### src/design/gcab_pkg.sv
package gcab_pkg;

    localparam int unsigned MAX_DIM   = 4096;
    localparam int unsigned DIM_W     = 13;
    localparam int unsigned POS_W     = 12;
    localparam int unsigned IDX_W     = 24;
    localparam int unsigned CFG_IDX_W = 3;
    localparam int unsigned CFG_W     = 32;

    typedef enum logic [CFG_IDX_W-1:0] {
        REG_ORIGIN_X      = 3'd0,
        REG_ORIGIN_Y      = 3'd1,
        REG_BUFFER_WIDTH  = 3'd2,
        REG_BUFFER_HEIGHT = 3'd3,
        REG_TEXT_COLOR    = 3'd4,
        REG_GRAY_MODE     = 3'd5
    } reg_index_t;

    typedef struct packed {
        logic signed [15:0] origin_x;
        logic signed [15:0] origin_y;
        logic [DIM_W-1:0]   buffer_width;
        logic [DIM_W-1:0]   buffer_height;
        logic [31:0]        text_color;
        logic               gray_mode;
    } cfg_t;

    function automatic logic [DIM_W-1:0] clamp_dim(input logic [DIM_W-1:0] d);
        clamp_dim = (d > DIM_W'(MAX_DIM)) ? DIM_W'(MAX_DIM) : d;
    endfunction

    // exact n/255 for n <= 255*255
    function automatic logic [7:0] div255(input logic [15:0] n);
        logic [16:0] s;
        s = {1'b0, n} + {9'b0, n[15:8]} + 17'd1;
        div255 = s[15:8];
    endfunction

endpackage

### src/design/glyph_coverage_alpha_blend_core.sv
// Channel | Handshake            | Payload
// input   | in_valid / in_stall  | coverage, glyph_col, glyph_row, dest_pixel
// output  | out_valid / out_stall| write_enable, pixel_index, new_pixel
// config  | cfg_we               | cfg_index, cfg_data
//
// One transaction per cycle while the output is not stalled; an accepted transaction
// passes three datapath stages and then the output register, the first stage loading
// at its accepting edge.
// Stages advance together; a stalled output freezes the whole pipeline and
// raises in_stall. Async active-low reset clears valid bits and loads the
// register defaults.
module glyph_coverage_alpha_blend_core (
    input  logic                              clk,
    input  logic                              rst_n,
    input  logic                              in_valid,
    output logic                              in_stall,
    input  logic [7:0]                        coverage,
    input  logic [7:0]                        glyph_col,
    input  logic [7:0]                        glyph_row,
    input  logic [31:0]                       dest_pixel,
    output logic                              out_valid,
    input  logic                              out_stall,
    output logic                              write_enable,
    output logic [gcab_pkg::IDX_W-1:0]        pixel_index,
    output logic [31:0]                       new_pixel,
    input  logic                              cfg_we,
    input  logic [gcab_pkg::CFG_IDX_W-1:0]    cfg_index,
    input  logic [gcab_pkg::CFG_W-1:0]        cfg_data
);

    gcab_pkg::cfg_t             cfg_reg;
    logic                       adv;
    logic [2:0]                 valid_reg;
    logic                       out_valid_reg;
    logic                       write_enable_reg;
    logic [gcab_pkg::IDX_W-1:0] pixel_index_reg;
    logic [31:0]                new_pixel_reg;
    logic                       write_enable_next;
    logic                       clip;
    logic                       no_write;
    logic [gcab_pkg::IDX_W-1:0] idx;
    logic [31:0]                pix;

    assign adv      = !(out_valid_reg && out_stall);
    assign in_stall = !adv;

    always_ff @(posedge clk or negedge rst_n)
    begin
        if (!rst_n)
        begin
            cfg_reg.origin_x      <= 16'sd0;
            cfg_reg.origin_y      <= 16'sd0;
            cfg_reg.buffer_width  <= 13'd640;
            cfg_reg.buffer_height <= 13'd480;
            cfg_reg.text_color    <= 32'hFF000000;
            cfg_reg.gray_mode     <= 1'b1;
        end
        else if (cfg_we)
        begin
            unique case (gcab_pkg::reg_index_t'(cfg_index))
                gcab_pkg::REG_ORIGIN_X:      cfg_reg.origin_x      <= cfg_data[15:0];
                gcab_pkg::REG_ORIGIN_Y:      cfg_reg.origin_y      <= cfg_data[15:0];
                gcab_pkg::REG_BUFFER_WIDTH:  cfg_reg.buffer_width  <= cfg_data[12:0];
                gcab_pkg::REG_BUFFER_HEIGHT: cfg_reg.buffer_height <= cfg_data[12:0];
                gcab_pkg::REG_TEXT_COLOR:    cfg_reg.text_color    <= cfg_data;
                gcab_pkg::REG_GRAY_MODE:     cfg_reg.gray_mode     <= cfg_data[0];
                default: ;
            endcase
        end
    end

    gcab_geom u_geom (
        .clk       (clk),
        .en        (adv),
        .cfg       (cfg_reg),
        .glyph_col (glyph_col),
        .glyph_row (glyph_row),
        .clip      (clip),
        .idx       (idx)
    );

    gcab_blend u_blend (
        .clk        (clk),
        .en         (adv),
        .cfg        (cfg_reg),
        .coverage   (coverage),
        .dest_pixel (dest_pixel),
        .no_write   (no_write),
        .pix        (pix)
    );

    assign write_enable_next = valid_reg[2] && !clip && !no_write;

    always_ff @(posedge clk or negedge rst_n)
    begin
        if (!rst_n)
        begin
            valid_reg     <= 3'b000;
            out_valid_reg <= 1'b0;
        end
        else if (adv)
        begin
            valid_reg     <= {valid_reg[1:0], in_valid};
            out_valid_reg <= valid_reg[2];
        end
    end

    always_ff @(posedge clk)
    begin
        if (adv)
        begin
            write_enable_reg <= write_enable_next;
            pixel_index_reg  <= write_enable_next ? idx : '0;
            new_pixel_reg    <= write_enable_next ? pix : 32'd0;
        end
    end

    assign out_valid    = out_valid_reg;
    assign write_enable = write_enable_reg;
    assign pixel_index  = pixel_index_reg;
    assign new_pixel    = new_pixel_reg;

endmodule

### src/design/gcab_geom.sv
module gcab_geom (
    input  logic                           clk,
    input  logic                           en,
    input  gcab_pkg::cfg_t                 cfg,
    input  logic [7:0]                     glyph_col,
    input  logic [7:0]                     glyph_row,
    output logic                           clip,
    output logic [gcab_pkg::IDX_W-1:0]     idx
);

    logic [gcab_pkg::DIM_W-1:0] bw;
    logic [gcab_pkg::DIM_W-1:0] bh;
    logic signed [16:0]         x_next;
    logic signed [16:0]         y_next;
    logic                       clip1_next;

    logic                       clip1_reg;
    logic [gcab_pkg::POS_W-1:0] x1_reg;
    logic [gcab_pkg::POS_W-1:0] y1_reg;
    logic                       clip2_reg;
    logic [gcab_pkg::POS_W-1:0] x2_reg;
    logic [24:0]                ymul2_reg;
    logic                       clip3_reg;
    logic [gcab_pkg::IDX_W-1:0] idx3_reg;

    assign bw = gcab_pkg::clamp_dim(cfg.buffer_width);
    assign bh = gcab_pkg::clamp_dim(cfg.buffer_height);

    always_comb
    begin
        x_next = {cfg.origin_x[15], cfg.origin_x} + $signed({9'b0, glyph_col});
        y_next = {cfg.origin_y[15], cfg.origin_y} + $signed({9'b0, glyph_row});
        clip1_next = x_next[16] || y_next[16]
                  || (x_next[15:0] >= {3'b0, bw})
                  || (y_next[15:0] >= {3'b0, bh});
    end

    always_ff @(posedge clk)
    begin
        if (en)
        begin
            clip1_reg <= clip1_next;
            x1_reg    <= x_next[gcab_pkg::POS_W-1:0];
            y1_reg    <= y_next[gcab_pkg::POS_W-1:0];
            clip2_reg <= clip1_reg;
            x2_reg    <= x1_reg;
            ymul2_reg <= y1_reg * bw;
            clip3_reg <= clip2_reg;
            idx3_reg  <= ymul2_reg[gcab_pkg::IDX_W-1:0]
                       + {{(gcab_pkg::IDX_W-gcab_pkg::POS_W){1'b0}}, x2_reg};
        end
    end

    assign clip = clip3_reg;
    assign idx  = idx3_reg;

endmodule

### src/design/gcab_blend.sv
module gcab_blend (
    input  logic           clk,
    input  logic           en,
    input  gcab_pkg::cfg_t cfg,
    input  logic [7:0]     coverage,
    input  logic [31:0]    dest_pixel,
    output logic           no_write,
    output logic [31:0]    pix
);

    logic [7:0]  a0, r0, g0, b0;
    logic [7:0]  cov_eff;
    logic [7:0]  inv2;

    logic        covz1_reg;
    logic [15:0] prod1_reg;
    logic [31:0] dest1_reg;
    logic        covz2_reg;
    logic [7:0]  sa2_reg;
    logic [31:0] dest2_reg;
    logic        zero3_reg;
    logic        full3_reg;
    logic [7:0]  sa3_reg;
    logic [15:0] da3_reg, r3_reg, g3_reg, b3_reg;
    logic [7:0]  oa;

    assign a0 = cfg.text_color[31:24];
    assign r0 = cfg.text_color[23:16];
    assign g0 = cfg.text_color[15:8];
    assign b0 = cfg.text_color[7:0];

    // mono mode: any nonzero sample is full coverage
    assign cov_eff = cfg.gray_mode ? coverage : ((coverage != 8'd0) ? 8'hFF : 8'h00);
    assign inv2    = 8'hFF - sa2_reg;

    always_ff @(posedge clk)
    begin
        if (en)
        begin
            covz1_reg <= (cov_eff == 8'd0);
            prod1_reg <= a0 * cov_eff;
            dest1_reg <= dest_pixel;

            covz2_reg <= covz1_reg;
            sa2_reg   <= gcab_pkg::div255(prod1_reg);
            dest2_reg <= dest1_reg;

            zero3_reg <= covz2_reg || (sa2_reg == 8'd0);
            full3_reg <= (sa2_reg == 8'hFF);
            sa3_reg   <= sa2_reg;
            da3_reg   <= dest2_reg[31:24] * inv2;
            r3_reg    <= sa2_reg * r0 + inv2 * dest2_reg[23:16];
            g3_reg    <= sa2_reg * g0 + inv2 * dest2_reg[15:8];
            b3_reg    <= sa2_reg * b0 + inv2 * dest2_reg[7:0];
        end
    end

    assign oa       = sa3_reg + gcab_pkg::div255(da3_reg);
    assign no_write = zero3_reg;
    assign pix      = full3_reg ? {8'hFF, cfg.text_color[23:0]}
                                : {oa, gcab_pkg::div255(r3_reg),
                                   gcab_pkg::div255(g3_reg), gcab_pkg::div255(b3_reg)};

endmodule

### config.mk
export PLATFORM = sky130hd
export DESIGN_NAME = glyph_coverage_alpha_blend_core
export DESIGN_NICKNAME = d
export VERILOG_FILES = /design/src/design/gcab_pkg.sv /design/src/design/glyph_coverage_alpha_blend_core.sv /design/src/design/gcab_geom.sv /design/src/design/gcab_blend.sv
export SDC_FILE = /design/constraint.sdc
export NUM_CORES = 2
export LEC_CHECK = 0
export ABC_AREA = 0
export BUFFER_PORTS_ARGS = -buffer_cell sky130_fd_sc_hd__buf_2
export CAP_MARGIN = 20
export CORE_ASPECT_RATIO = 1.25
export CORE_MARGIN = 4
export CORE_UTILIZATION = 60
export CTS_CLUSTER_DIAMETER = 50
export DETAILED_ROUTE_END_ITERATION = 12
export GPL_TIMING_DRIVEN = 1
export PLACE_DENSITY_LB_ADDON = 0.25
export REMOVE_ABC_BUFFERS = 1
export SLEW_MARGIN = 5
export SYNTH_ARGS = -nofsm -noshare
export SYNTH_HDL_FRONTEND = slang
export SYNTH_SLANG_ARGS = --single-unit
export TNS_END_PERCENT = 1
### constraint.sdc
create_clock -name clk -period 10 [get_ports clk]
set_clock_uncertainty 0.1 [all_clocks]
set_input_delay 1.5 -clock clk [delete_from_list [all_inputs] [get_ports clk]]
set_output_delay 1.5 -clock clk [all_outputs]
set_load 0.05 [all_outputs]
Word-level counts from Yosys, hierarchy flattened
Cells that the tools add are included.

Magnitude comparators: 4. Add/subtract/negate cells: 18. $mul: 9. Eq/ne operators: 6. Multiplexer cells: 5. Reductions and logical operators: 19.

Operators with widths (number): multiplier 8 x 8 -> 16 bit (8); adder 16 x 1 -> 16 bit, second input constant (5); adder 16 x 8 -> 16 bit (5); adder 16 bit (3); adder 16 x 9 -> 17 bit (2); greater-or-equal comparator 16 x 13 -> 1 bit (2); two-way mux 32 bit (1); greater-than comparator 13 bit, second input constant (2); two-way mux 13 bit (2); adder 24 x 12 -> 24 bit (1); multiplier 12 x 13 -> 24 bit (1); logical NOT 8 bit (2); two-way mux 8 bit (2); AND reduction 2 bit (6); adder 8 bit (1); == test 8 bit, second input constant (1); nonzero test 8 bit (1); subtractor 8 bit, first input constant (1); == test 3 x 2 -> 1 bit, second input constant (2); == test 3 bit, second input constant (2); logical OR 1 bit (4); == test 3 x 1 -> 1 bit, second input constant (1); logical AND 1 bit (3); logical NOT 3 bit (1); logical NOT 1 bit (2).

Register bits: 403. Output and inout port bits: 59. Input port bits: 96. Word-level logic and storage cells: 93.

Logic depth before layout (Yosys ltp)
Word-level depth: 5. Gate-level depth with buffers: 22. Mapped depth without buffers: 20.

Cells and area by module
From an unflattened synthesis, not the netlist that was laid out.

Cells, all modules: 3816. Area total of the unflattened synthesis: 40402.5 um^2.

Modules (own cells, without submodules): gcab_blend (cells an instance 2475, sequential area each 4924.7 um^2, times used 1, area an instance 24547.3 um^2); gcab_geom (cells an instance 1014, sequential area each 2612.5 um^2, times used 1, area an instance 9939.5 um^2); glyph_coverage_alpha_blend_core (cells an instance 327, sequential area each 4107.7 um^2, times used 1, area an instance 5915.7 um^2).

Least setup slack after synthesis
No wires, ideal clock.

Path type: input to output. Start point: input port out_stall. End point: output port in_stall. Data arrival time: 10.338 ns. Cell stages on the path: 2. Buffers on the path: 0. Setup slack: -1.938 ns. Required time: 8.400 ns. Path through: nand2_1 -> inv_1.

Cells in the longest elaborated chain, start to end: 1.

RTL lines: start: declaration (RTL line glyph_coverage_alpha_blend_core.sv:22) `input logic out_stall,`; logical AND 1 bit (RTL line glyph_coverage_alpha_blend_core.sv:44) `assign adv = !(out_valid_reg && out_stall);`; end: declaration (RTL line glyph_coverage_alpha_blend_core.sv:16) `output logic in_stall,`.

No other way between the ends.

Final worst setup path
Start point: register cfg_reg[58] in the netlist's numbering. End point: register u_geom.ymul2_reg[23] (data pin).

Cells in the longest elaborated chain, start to end: 3.

RTL lines: start: declaration (RTL line glyph_coverage_alpha_blend_core.sv:31) `gcab_pkg::cfg_t cfg_reg;`; greater-than comparator 13 bit (RTL line gcab_pkg.sv:29) `clamp_dim = (d > DIM_W'(MAX_DIM)) ? DIM_W'(MAX_DIM) : d;`; two-way mux 13 bit * (RTL line gcab_pkg.sv:29); multiplier 12 x 13 -> 24 bit * (RTL line gcab_geom.sv:47) `ymul2_reg <= y1_reg * bw;`; end signal: assignment (RTL line gcab_geom.sv:47); end: declaration (RTL line gcab_geom.sv:22) `logic [24:0] ymul2_reg;`.

Every way passes the cells marked *; elsewhere a longest branch is shown, timed or not. A chain may end at the register's enable or synchronous reset.

==> results by group <==
Clock network
  • Hold_buf cts: 0
  • Clk sinks: 403
  • Clk buf depth: 3
  • Postcts setup bufs: 0
  • PostCTS Resize Cnt: 0
  • H-Tree Depth: 2
  • Reg clk slew, reported paths: 0.06 ns
  • CTS tree: done
  • Skew-Pair Late Insertion Delay: 0.60 ns
  • Total CTS buffers: 53
  • Clk Tree Root Cell: clkbuf_16

Worst hold path
  • Worst Hold Endpoint: u_blend.dest2_reg[11]
  • Hold_sp: u_blend.dest1_reg[11]
  • Hold WC Path Type: flip-flop to flip-flop
  • Hold path depth: 0

Worst setup path
  • Req. time, crit path: 10.24 ns
  • R2r endpoint: u_geom.ymul2_reg[23]
  • WP buf/inv: 1
  • Reg-to-reg startpoint: cfg_reg[58]
  • Worst EP arrival: 6.68 ns
  • CP Launch Type: flip-flop
  • Top delay family on crit path: adder cells
  • CP Max Fanout: 25
  • Slowest cell delay on critical path: 0.92 ns
  • CP Cell Sequence: nor2b_1, nand2_1, fa_1, inv_1, fa_1, fa_1, fa_1, fa_1, ha_1, a21o_1, a21o_1, a2111oi_4, nand3_2, a31o_2, a21oi_2, xnor2_1
  • Reg2reg setup slack: 3.56 ns
  • Cells on worst reg2reg path: 16
  • CP max stage cell: nor2b_1
  • Crit Path Category: flip-flop to flip-flop
  • Crit. End Element: flip-flop
  • CP most frequent cell: fa_1

Place
  • Routability cong.: 0.861
  • DP Wirelength: 62,400 um
  • IO buf count: 154

Finish
  • Share of cells above drive strength 1: 10.1%
  • Layout Nets: 4,828
  • Synth-to-Final Area Change: 8.56%
  • Area of the multi-input gates: 25,000 um2
  • Reg area: 11,600 um2
  • Max reg flops: 91
  • Fill count: 5,137

Drt
  • Antenna Nets Post-Route: 0
  • Vias/cell: 5.54
  • DRC violations left: 0
  • DR WL/cell: 17.5 um
  • Vias post-DR: 26,300
  • Drt first-iter violations: 1,406
  • DR pass1 iterations: 5
  • Detailed Route WL: 83,200 um

STA
  • Worst slew pin tran: 1.16 ns
  • Post-route minimum period: 6.44 ns
  • Hold Vio Cnt, Final: 0
  • Final setup vio count: 0
  • Final period util: 64.4%
  • Fmax achieved: 155 MHz
  • Max-slew violations: 0
  • Relative max-transition margin: 22.6%
  • Unrepaired setup endpoints after global routing: no
  • Post-Route Setup TNS: 0 ns

Synth
  • Post-synthesis sequential area ratio: 29.5%
  • Netlist cell types: 69
  • Seq cells post-synth: 403
  • Post-synth EDFFs: 308
  • Synth Instances: 3,737
  • Most used DFF post-synth: edfxtp_1
  • Post-Syn Area per Cell: 10.6 um2
  • Synthesized cell area: 39,500 um2
  • Async SR Flop Fraction: 23.6%
  • Yosys Warn Count: 0

GRT
  • Initial antenna violation count: 7
  • Number of global-route vias before repair: 27,900
  • Total global routing overflow: 0
  • First-pass GRT wire length: 138,000 um
  • Total GRT Usage: 24.4%
  • Pin count of the biggest net entering global routing: 76

Floorplanning
  • Chip height: 295 um
  • DIE WIDTH: 238 um
  • Initial core utilization: 61.0%
  • Die ar.: 70,100 um2
  • I/O pins: 155
  • Core area: 64,800 um2
  • # rows: 104

Run status
  • Outcome: complete, no violations

Job
  • Max_cap viols: 0
[synthesized netlist by cell type, types with 17 or more instances]
master / count / area [um2]
a211oi_1: 18 / 135
a21o_1: 31 / 233
a21oi_1: 106 / 531
a31oi_1: 17 / 106
and2_1: 185 / 1160
and3_1: 53 / 332
clkbuf_1: 106 / 398
dfrtp_1: 80 / 2000
edfxtp_1: 308 / 9250
fa_1: 473 / 9470
ha_1: 414 / 5180
inv_1: 659 / 2470
mux2_2: 93 / 1050
nand2_1: 311 / 1170
nand2b_1: 107 / 669
nand3_1: 37 / 185
nor2_1: 96 / 360
nor2b_1: 182 / 1140
nor3_1: 43 / 215
o21a_1: 20 / 150
o21ai_0: 70 / 350
xnor2_1: 128 / 1120
xor2_1: 45 / 394
[placed cells by master (no fill, tap or decap), types with 70 or more instances in the layout]
cell type	netlist	routed
xnor2_1	128	128
fa_1	473	473
inv_1	659	659
buf_2	3	153
dfrtp_1	80	80
o21ai_0	70	70
nor2_1	96	96
nand2_1	311	310
nor2b_1	182	182
mux2_2	93	93
edfxtp_1	308	308
a21oi_1	106	106
ha_1	414	414
and2_1	185	185
nand2b_1	107	107
[layout make-up]
type	count	share of cell area (%)
clock buffers	62	3.26
inverters	659	5.76
repair buffers	177	2.21
diodes	5	0.0292
multi-input cells	2551	58.2
clock inverters	35	0.898
flip-flops and latches	403	27.1
well taps	848	2.47
[worst max path at each step]
| stage | startpoint | depth (start not counted) | endpoint | slack (ns) |
|---|---|---|---|---|
| floorplan | out_stall | 2 | in_stall | -1.94 |
| global placement | coverage[6] | 19 | u_blend.prod1_reg[14] | 3.59 |
| detailed placement | coverage[6] | 19 | u_blend.prod1_reg[14] | 3.46 |
| CTS | cfg_reg[58] | 16 | u_geom.ymul2_reg[20] | 3.57 |
| global route | cfg_reg[58] | 16 | u_geom.ymul2_reg[20] | 3.20 |
| finish | cfg_reg[58] | 16 | u_geom.ymul2_reg[23] | 3.56 |
[metrics by stage]
step | cell area (um2) | utilization (%) | hold WS, ns | instances | worst slack, ns
2_1_floorplan | 39100 | - | 0.300 | 3613 | -1.94
3_3_place_gp | 41100 | 63.4 | 0.301 | 4637 | 3.59
3_5_place_dp | 41100 | 63.4 | 0.306 | 4637 | 3.46
4_1_cts | 42900 | 66.2 | 0.315 | 4734 | 3.57
5_1_grt | 42900 | 66.2 | 0.325 | 4736 | 3.20
6_report | 42900 | 66.2 | 0.318 | 4740 | 3.56
[kinds of logic (layout without fill, tap and decap cells)]
logic type | Yosys count | count (layout) | share of synthesized area, %
adders and majority gates | 887 | 887 | 37.1
AOI/OAI and AO/OA | 333 | 333 | 5.37
other | 1 | 8 | 0.00949
and+or+nand+nor | 1057 | 1057 | 14.0
DFF | 403 | 403 | 29.5
buffers and inverters | 785 | 933 | 7.47
muxes | 98 | 98 | 2.78
xor gates and xnor gates | 173 | 173 | 3.83
[metal layers]
| layer | wire (um) | track usage (%) |
|---|---|---|
| met1 | 32900 | 30.4 |
| met4 | 2960 | 8.35 |
| met2 | 43100 | 43.9 |
| met3 | 4110 | 3.49 |
| met5 | 13 | 0 |
Power is left out: the tool's default activity adds up to more than one toggle a clock period on the data nets, which glitch-free logic cannot reach.
